`config.mk`:
```
export PLATFORM = sky130hd
export DESIGN_NAME = cosine_maclaurin_series_core
export DESIGN_NICKNAME = d
export VERILOG_FILES = /design/src/hw/rtl/cos_ms_pkg.sv /design/src/hw/rtl/cosine_maclaurin_series_core.sv
export SDC_FILE = /design/constraint.sdc
export NUM_CORES = 2
export LEC_CHECK = 0
export ABC_CLOCK_PERIOD_IN_PS = 9980
export BUFFER_PORTS_ARGS = -buffer_cell sky130_fd_sc_hd__buf_2
export CAP_MARGIN = 20
export CORE_UTILIZATION = 35
export CTS_BUF_LIST = sky130_fd_sc_hd__clkbuf_4
export DETAILED_ROUTE_END_ITERATION = 8
export PLACE_DENSITY = 0.6
export SLEW_MARGIN = 20
export SYNTH_ARGS = -nofsm -noshare
export SYNTH_HDL_FRONTEND = slang
export SYNTH_SLANG_ARGS = --single-unit
```
`constraint.sdc`:
```
create_clock -name clock -period 9.98 [get_ports clock]
set_input_delay 1.497 -clock clock [delete_from_list [all_inputs] [get_ports clock]]
set_output_delay 1.497 -clock clock [all_outputs]
set_load 0.01 [all_outputs]
```
`src/hw/rtl/cos_ms_pkg.sv`:
```
// Shared types, constants, reciprocal table and microcode program for the cosine series core.
package cos_ms_pkg;

   // Field widths fixed by the interface.
   localparam int ANGLE_W      = 16;
   localparam int COS_W        = 18;
   localparam int TERM_COUNT_W = 4;

   // Defaults for the top-level parameters.
   localparam int MAX_TERMS_DEF  = 16;
   localparam int FRAC_BITS_DEF  = 14;
   localparam int TERM_COUNT_RST = 6;

   // Fixed-point formats of x squared and the reciprocal table.
   localparam int X2_FRAC     = 13;
   localparam int X2_W        = 18;
   localparam int RECIP_W     = 24;
   localparam int RECIP_DEPTH = 32;
   localparam int RECIP_IDX_W = 5;

   // Output clipping limits.
   localparam int OUT_MAX = 131071;
   localparam int OUT_MIN = -131072;

   // Entry k holds round(2^24 / ((2n-1)(2n))) for term n = k + 1.
   localparam logic [RECIP_W-1:0] RECIP_ROM [RECIP_DEPTH] = '{
      24'd8388608, 24'd1398101, 24'd559241, 24'd299593,
      24'd186414,  24'd127100,  24'd92183,  24'd69905,
      24'd54828,   24'd44151,   24'd36314,  24'd30394,
      24'd25811,   24'd22192,   24'd19284,  24'd16913,
      24'd14953,   24'd13315,   24'd11933,  24'd10755,
      24'd9743,    24'd8867,    24'd8105,   24'd7437,
      24'd6848,    24'd6326,    24'd5862,   24'd5447,
      24'd5075,    24'd4739,    24'd4436,   24'd4161
   };

   // Sequencer steps; the step counter holds one of these.
   typedef enum logic [2:0] {
      ST_IDLE   = 3'd0,
      ST_SQUARE = 3'd1,
      ST_X2     = 3'd2,
      ST_TERM_A = 3'd3,
      ST_TERM_B = 3'd4,
      ST_OUT    = 3'd5
   } step_type;

   // Multiplier operand A sources.
   typedef enum logic [1:0] {
      A_MAG  = 2'd0,
      A_TERM = 2'd1,
      A_PART = 2'd2
   } a_sel_type;

   // Multiplier operand B sources.
   typedef enum logic [1:0] {
      B_MAG   = 2'd0,
      B_X2    = 2'd1,
      B_RECIP = 2'd2
   } b_sel_type;

   // Product register update.
   typedef enum logic [1:0] {
      PROD_HOLD = 2'd0,
      PROD_MUL  = 2'd1,
      PROD_ONE  = 2'd2
   } prod_op_type;

   // Jump conditions.
   typedef enum logic [1:0] {
      COND_NEVER    = 2'd0,
      COND_ALWAYS   = 2'd1,
      COND_NO_START = 2'd2,
      COND_LAST     = 2'd3
   } cond_type;

   // One control word of the microprogram.
   typedef struct packed {
      logic        load;
      a_sel_type   a_sel;
      b_sel_type   b_sel;
      prod_op_type prod_op;
      logic        x2_we;
      logic        acc_en;
      logic        n_inc;
      logic        rsp_load;
      cond_type    cond;
      step_type    target;
   } ucode_type;

   // The microprogram ROM.
   function automatic ucode_type ucode_rom(input step_type step);
      ucode_type uc;
      uc = '{load: 1'b0, a_sel: A_MAG, b_sel: B_MAG, prod_op: PROD_HOLD,
             x2_we: 1'b0, acc_en: 1'b0, n_inc: 1'b0, rsp_load: 1'b0,
             cond: COND_NEVER, target: ST_IDLE};
      unique case (step)
         ST_IDLE: begin
            // Wait for a start, then capture the angle and term count.
            uc.load   = 1'b1;
            uc.cond   = COND_NO_START;
            uc.target = ST_IDLE;
         end
         ST_SQUARE: begin
            // Square the angle magnitude.
            uc.a_sel   = A_MAG;
            uc.b_sel   = B_MAG;
            uc.prod_op = PROD_MUL;
         end
         ST_X2: begin
            // Keep x squared and seed the product so that the first term is one.
            uc.x2_we   = 1'b1;
            uc.prod_op = PROD_ONE;
         end
         ST_TERM_A: begin
            // Accumulate the current term and multiply it by x squared.
            uc.acc_en  = 1'b1;
            uc.a_sel   = A_TERM;
            uc.b_sel   = B_X2;
            uc.prod_op = PROD_MUL;
            uc.cond    = COND_LAST;
            uc.target  = ST_OUT;
         end
         ST_TERM_B: begin
            // Scale the partial product by the reciprocal of the next term.
            uc.a_sel   = A_PART;
            uc.b_sel   = B_RECIP;
            uc.prod_op = PROD_MUL;
            uc.n_inc   = 1'b1;
            uc.cond    = COND_ALWAYS;
            uc.target  = ST_TERM_A;
         end
         ST_OUT: begin
            // Clip the sum and present the result.
            uc.rsp_load = 1'b1;
            uc.cond     = COND_ALWAYS;
            uc.target   = ST_IDLE;
         end
         default: begin
            uc.cond   = COND_ALWAYS;
            uc.target = ST_IDLE;
         end
      endcase
      return uc;
   endfunction

endpackage

```
`src/hw/rtl/cosine_maclaurin_series_core.sv`:
```
// Microcoded fixed-point cosine by its Maclaurin series.
// An accepted angle runs through the square, x-squared, term and output steps; the term steps cover
// term_count clipped to MAX_TERMS terms, and every term after the first takes two passes through one shared multiplier.
// One angle at a time: a start is taken only in the idle step, and busy is high in every other step.
// The receiver cannot stall; each result beat is valid for exactly one cycle.
// Reset (synchronous, active high) returns the sequencer to idle and sets term_count to 6.
module cosine_maclaurin_series_core
   import cos_ms_pkg::*;
#(
   parameter int MAX_TERMS = MAX_TERMS_DEF,
   parameter int FRAC_BITS = FRAC_BITS_DEF
) (
   input  logic                           clock,
   input  logic                           reset,
   input  logic                           start,
   output logic                           busy,
   input  logic signed [ANGLE_W-1:0]      req_angle,
   output logic                           rsp_valid,
   output logic signed [COS_W-1:0]        rsp_cos_value,
   output logic                           rsp_saturated,
   input  logic                           csr_wr_en,
   input  logic        [TERM_COUNT_W-1:0] csr_wr_data
);

   localparam int CNT_W  = $clog2(MAX_TERMS + 1);
   localparam int A_W    = FRAC_BITS + 9;
   localparam int PROD_W = A_W + RECIP_W;
   localparam int ACC_W  = (FRAC_BITS + 10 > COS_W + 1) ? FRAC_BITS + 10 : COS_W + 1;
   localparam int WIDE_W = RECIP_IDX_W + 1;

   localparam logic [PROD_W:0]          HALF_X2   = (PROD_W + 1)'(1) << (X2_FRAC - 1);
   localparam logic [PROD_W:0]          HALF_RCP  = (PROD_W + 1)'(1) << (RECIP_W - 1);
   localparam logic [PROD_W-1:0]        PROD_ONE_V = PROD_W'(1) << (FRAC_BITS + RECIP_W);
   localparam logic signed [ACC_W-1:0]  ACC_MAX   = ACC_W'(OUT_MAX);
   localparam logic signed [ACC_W-1:0]  ACC_MIN   = ACC_W'(OUT_MIN);
   localparam logic [WIDE_W-1:0]        TERMS_MAX = WIDE_W'(MAX_TERMS);

   step_type                   pc_ff, pc_in;
   ucode_type                  uc;
   logic                       load_go;
   logic [TERM_COUNT_W-1:0]    term_count_ff, term_count_in;
   logic [ANGLE_W-1:0]         mag_ff, mag_in;
   logic [CNT_W-1:0]           cnt_ff, cnt_in;
   logic [CNT_W-1:0]           n_ff, n_in;
   logic [X2_W-1:0]            x2_ff, x2_in;
   logic [PROD_W-1:0]          prod_ff, prod_in;
   logic signed [ACC_W-1:0]    acc_ff, acc_in;
   logic                       rsp_valid_ff, rsp_valid_in;
   logic signed [COS_W-1:0]    rsp_cos_ff, rsp_cos_in;
   logic                       rsp_sat_ff, rsp_sat_in;

   logic [PROD_W:0]            rnd_x2_sum, rnd_rcp_sum;
   logic [A_W-1:0]             term_rnd, part_rnd;
   logic [A_W-1:0]             op_a;
   logic [RECIP_W-1:0]         op_b;
   logic [PROD_W-1:0]          mul_out;
   logic [WIDE_W-1:0]          n_wide, tc_wide, cnt_wide;
   logic signed [ACC_W-1:0]    term_ext;
   logic                       last_term;

   // Current control word and handshake.
   assign uc       = ucode_rom(pc_ff);
   assign busy     = (pc_ff != ST_IDLE);
   assign load_go  = uc.load && start;
   assign last_term = (n_ff == cnt_ff);

   // Rounded views of the product register.
   assign rnd_x2_sum  = {1'b0, prod_ff} + HALF_X2;
   assign rnd_rcp_sum = {1'b0, prod_ff} + HALF_RCP;
   assign part_rnd    = rnd_x2_sum[X2_FRAC +: A_W];
   assign term_rnd    = rnd_rcp_sum[RECIP_W +: A_W];

   // Shared multiplier with its operand selection.
   assign n_wide = WIDE_W'(n_ff);
   always_comb begin
      unique case (uc.a_sel)
         A_MAG:   op_a = A_W'(mag_ff);
         A_TERM:  op_a = term_rnd;
         A_PART:  op_a = part_rnd;
         default: op_a = '0;
      endcase
      unique case (uc.b_sel)
         B_MAG:   op_b = RECIP_W'(mag_ff);
         B_X2:    op_b = RECIP_W'(x2_ff);
         B_RECIP: op_b = RECIP_ROM[n_wide[RECIP_IDX_W-1:0]];
         default: op_b = '0;
      endcase
   end
   assign mul_out = PROD_W'(op_a) * PROD_W'(op_b);

   // Term count clipped to MAX_TERMS.
   assign tc_wide  = WIDE_W'(term_count_ff);
   assign cnt_wide = (tc_wide > TERMS_MAX) ? TERMS_MAX : tc_wide;

   // Datapath next values.
   assign term_ext = ACC_W'(term_rnd);
   always_comb begin
      term_count_in = csr_wr_en ? csr_wr_data : term_count_ff;
      mag_in = mag_ff;
      cnt_in = cnt_ff;
      n_in   = n_ff;
      acc_in = acc_ff;
      if (load_go) begin
         mag_in = req_angle[ANGLE_W-1] ? ANGLE_W'(-req_angle) : req_angle;
         cnt_in = cnt_wide[CNT_W-1:0];
         n_in   = '0;
         acc_in = '0;
      end else begin
         if (uc.n_inc) begin
            n_in = n_ff + CNT_W'(1);
         end
         // Odd terms are subtracted, even terms added.
         if (uc.acc_en) begin
            acc_in = n_ff[0] ? (acc_ff - term_ext) : (acc_ff + term_ext);
         end
      end
      x2_in = uc.x2_we ? rnd_x2_sum[X2_FRAC +: X2_W] : x2_ff;
      unique case (uc.prod_op)
         PROD_HOLD: prod_in = prod_ff;
         PROD_MUL:  prod_in = mul_out;
         PROD_ONE:  prod_in = PROD_ONE_V;
         default:   prod_in = prod_ff;
      endcase
   end

   // Step counter with conditional jumps.
   always_comb begin
      unique case (uc.cond)
         COND_NEVER:    pc_in = step_type'(3'(pc_ff + 3'd1));
         COND_ALWAYS:   pc_in = uc.target;
         COND_NO_START: pc_in = start ? step_type'(3'(pc_ff + 3'd1)) : uc.target;
         COND_LAST:     pc_in = last_term ? uc.target : step_type'(3'(pc_ff + 3'd1));
         default:       pc_in = ST_IDLE;
      endcase
   end

   // Output clipping and result beat.
   always_comb begin
      rsp_valid_in = uc.rsp_load;
      rsp_cos_in   = rsp_cos_ff;
      rsp_sat_in   = rsp_sat_ff;
      if (uc.rsp_load) begin
         priority if (acc_ff > ACC_MAX) begin
            rsp_cos_in = COS_W'(OUT_MAX);
            rsp_sat_in = 1'b1;
         end else if (acc_ff < ACC_MIN) begin
            rsp_cos_in = COS_W'(OUT_MIN);
            rsp_sat_in = 1'b1;
         end else begin
            rsp_cos_in = acc_ff[COS_W-1:0];
            rsp_sat_in = 1'b0;
         end
      end
   end

   // Control registers.
   always_ff @(posedge clock) begin
      if (reset) begin
         pc_ff         <= ST_IDLE;
         term_count_ff <= TERM_COUNT_W'(TERM_COUNT_RST);
         rsp_valid_ff  <= 1'b0;
         n_ff          <= '0;
         cnt_ff        <= '0;
      end else begin
         pc_ff         <= pc_in;
         term_count_ff <= term_count_in;
         rsp_valid_ff  <= rsp_valid_in;
         n_ff          <= n_in;
         cnt_ff        <= cnt_in;
      end
   end

   // Payload registers.
   always_ff @(posedge clock) begin
      mag_ff     <= mag_in;
      x2_ff      <= x2_in;
      prod_ff    <= prod_in;
      acc_ff     <= acc_in;
      rsp_cos_ff <= rsp_cos_in;
      rsp_sat_ff <= rsp_sat_in;
   end

   assign rsp_valid     = rsp_valid_ff;
   assign rsp_cos_value = rsp_cos_ff;
   assign rsp_saturated = rsp_sat_ff;

   // A result beat follows only the output step.
   a_beat_after_out: assert property (@(posedge clock) disable iff (reset)
      rsp_valid |-> $past(pc_ff == ST_OUT))
      else $error("result beat without output step");

   // An accepted angle keeps the core busy in the next cycle.
   a_busy_after_accept: assert property (@(posedge clock) disable iff (reset)
      (start && !busy) |=> busy)
      else $error("core not busy after accepting an angle");

   // The term index never runs past the clipped term count.
   a_term_bound: assert property (@(posedge clock) disable iff (reset)
      busy |-> (n_ff <= cnt_ff))
      else $error("term index beyond term count");

   // A saturated result sits on one of the clipping limits.
   a_sat_limit: assert property (@(posedge clock) disable iff (reset)
      (rsp_valid && rsp_saturated) |->
         (rsp_cos_value == COS_W'(OUT_MAX) || rsp_cos_value == COS_W'(OUT_MIN)))
      else $error("saturated flag without clipped value");

endmodule

```
==> out/metrics.yaml <==
outcome:
  status: "finished with violations"
  violations: "DRC"
cts:
  cts_tree: "done"
  hold_buffers: 0
  clkTransAtPathRegs_ns: 0.14
  cts_buffer_depth: 2
  post_cts_buffers: 0
  root_buffer: "clkbuf_4"
  post_cts_resized: 0
  insertion_delay_ns: 0.63
  clock_sinks: 129
  htree_levels: 4
  numCtsBuffers: 17
global_routing:
  grt_pass1_vias: 21229
  use_met1_pct: 30.3
  grt_max_degree: 42
  grt_first_pass_wirelength_um: 127000
  busiest_layer: "met2"
  global_route.overflow_total: 0
  antenna_found_initial: 2
  grt_util_all_layers_pct: 22.5
  gr-usage-met2_pct: 36.2
  use_met3_pct: 3.52
final_layout:
  fill_cells: 7384
  drive_gt1_share_pct: 7.33
  area_growth_syn_to_layout_pct: 8.02
  register_area_um2: 3460
  nets: 3676
  multi_input_area_um2: 19600
  fin_util_pct: 38.4
synthesis:
  ys_seq_elements: 129
  synth_edf_count: 88
  seq_area_frac_synth_pct: 13.6
  async_flop_share_pct: 0
  synth_common_cells: "inv_1 (529), fa_1 (416), nand2_1 (415)"
  syn_avg_cell_area_um2: 8.57
  synth_largest_area_cell: "fa_1"
  synthesis.nets: 3642
  synth_flop_cell: "edfxtp_1"
  syn_area_um2: 25500
  yosys_warnings: 0
  synth_top_area_share_pct: 32.6
  yosysMostFrequentCell: "inv_1"
  yosys-top-cells-area: "fa_1 (33%), ha_1 (11%), edfxtp_1 (10%)"
  synth.distinct_cells: 84
  synthCells: 2981
routing:
  wl_um: 80500
  viasPerCell: 5.25
  wire_per_inst_um: 20.2
  vias: 20890
  drtPass1Iterations: 9
  drc_errors: 1
  ant_nets: 0
  drt_iter0_drc: 1866
setup_path:
  cpLargestDelayFamily: "adder cells"
  path_buf_inv: 3
  endpoint_kind: "flip-flop"
  path_class: "flip-flop to flip-flop"
  worst-path-max-fanout: 10
  startpoint_type: "flip-flop"
  critPathMaxStageDelay_ns: 0.54
  required_ns: 10.36
  crit_top_cell: "fa_1"
  slowest_stage: "edfxtp_1"
  critPathArrivalTime_ns: 9.83
die:
  die_h_um: 272
  std_cell_rows: 98
  die_w_um: 272
  fp.dieArea_um2: 74100
  pin_count: 45
  initial_core_util_pct: 35.5
  core-area_um2: 71900
sta:
  timing.final.hold_violations: 0
  hold_slack_ns: 0.460
  fin_skew_ns: 0.0247
  tns_ns: 0
  worst_pin_slew_ns: 0.995
  finalCritPeriodShare_pct: 94.7
  timing.fmax_mhz: 106
  final-setup-viol-count: 0
  final-max-slew-violation-count: 0
  min_period_ns: 9.45
  relSlewSlack_pct: 33.7
  rsz0062_at_grt: "false"
flow_run:
  drv_cap: 0
place:
  io_buffers: 44
  dp_hpwl_um: 66600
  gp_congestion: 0.988
worst_hold_path:
  holdCritPathClass: "flip-flop to flip-flop"
cell families (layout without fill, tap and decap cells):
kind of cell | after synthesis | after routing | share of synthesized area, %
mux | 30 | 30 | 1.24
compound gates | 371 | 371 | 9.75
other cells | 0 | 2 | 0
simple gates | 1024 | 1024 | 17.7
fa+ha+maj | 637 | 637 | 43.4
buf+inv | 663 | 710 | 9.93
flops | 129 | 129 | 13.6
xor+xnor | 127 | 127 | 4.36
placed cells by master (no fill, tap or decap), types with 8 or more instances in the layout:
master	netlist	layout
buf_4	4	99
nor2b_1	22	21
mux2i_1	25	25
o21a_1	31	31
ha_1	221	219
or3_1	12	12
nor2_1	331	331
fa_1	416	416
and3_1	19	19
xnor2_1	79	79
a22oi_1	12	12
a211oi_1	20	20
nand2_1	415	415
inv_1	529	529
edfxtp_1	88	88
nand4_1	15	15
nand2b_1	27	27
buf_2	13	44
a31oi_1	13	13
o21bai_1	8	8
or2_2	16	16
nor3_1	45	45
dfxtp_1	41	41
a21o_1	38	38
clkbuf_4	0	18
and2_1	49	49
o31ai_1	10	10
o21ai_0	57	54
a21oi_1	104	104
xor2_1	48	48
nand3_1	37	37
worst min-delay path, cell delays in order, from the launching register on:
cell and delay (ns):
dfxtp_1 0.33, nand2_1 0.05, a21oi_1 0.05
final timing paths:
path / cells past startpoint / endpoint / from / slack [ns]
max reg2reg: 29 / prod_ff[44]$_SDFFCE_PN0P_ / prod_ff[23]$_SDFFCE_PN0P_ / 0.53
max: 29 / prod_ff[44]$_SDFFCE_PN0P_ / prod_ff[23]$_SDFFCE_PN0P_ / 0.53
min: 2 / cnt_ff[3]$_SDFFE_PP0P_ / term_count_ff[3]$_SDFFE_PP0P_ / 0.46
min reg2reg: 2 / cnt_ff[3]$_SDFFE_PP0P_ / term_count_ff[3]$_SDFFE_PP0P_ / 0.46
layout make-up:
| type | count | area share (%) |
|---|---|---|
| antenna | 2 | 0.0181 |
| clock buffer | 18 | 0.490 |
| clock inverter | 14 | 0.685 |
| inverter | 532 | 7.24 |
| multi-input combinational | 2189 | 71.0 |
| sequential | 129 | 12.6 |
| tap | 950 | 4.31 |
| timing repair buffer | 146 | 3.71 |
per-stage QoR:
step | cells | setup WS, ns | instance area [µm²]
6_report | 3980 | 0.527 | 27600
5_1_grt | 3980 | 0.0801 | 27600
4_1_cts | 3978 | 0.512 | 27600
3_5_place_dp | 3946 | 0.606 | 27300
3_3_place_gp | 3946 | 0.691 | 27300
2_1_floorplan | 2981 | 1.08 | 25500
flip-flops by register name, summed over array words and instances, names as in the netlist:
signal         cells
acc_ff            24
cnt_ff             4
mag_ff            16
n_ff               5
pc_ff              3
prod_ff           35
rsp_cos_value     18
rsp_saturated      1
rsp_valid          1
term_count_ff      4
x2_ff             18
per-layer routing:
| metal | part of all wire, % | routed length, µm |
|---|---|---|
| met1 | 42 | 33800 |
| met3 | 7.6 | 6110 |
| met2 | 46 | 37100 |
| met4 | 4.3 | 3440 |
| met5 | 0 | 0 |
Power is left out: the tool's default activity adds up to more than one toggle a clock period on the data nets, which glitch-free logic cannot reach.
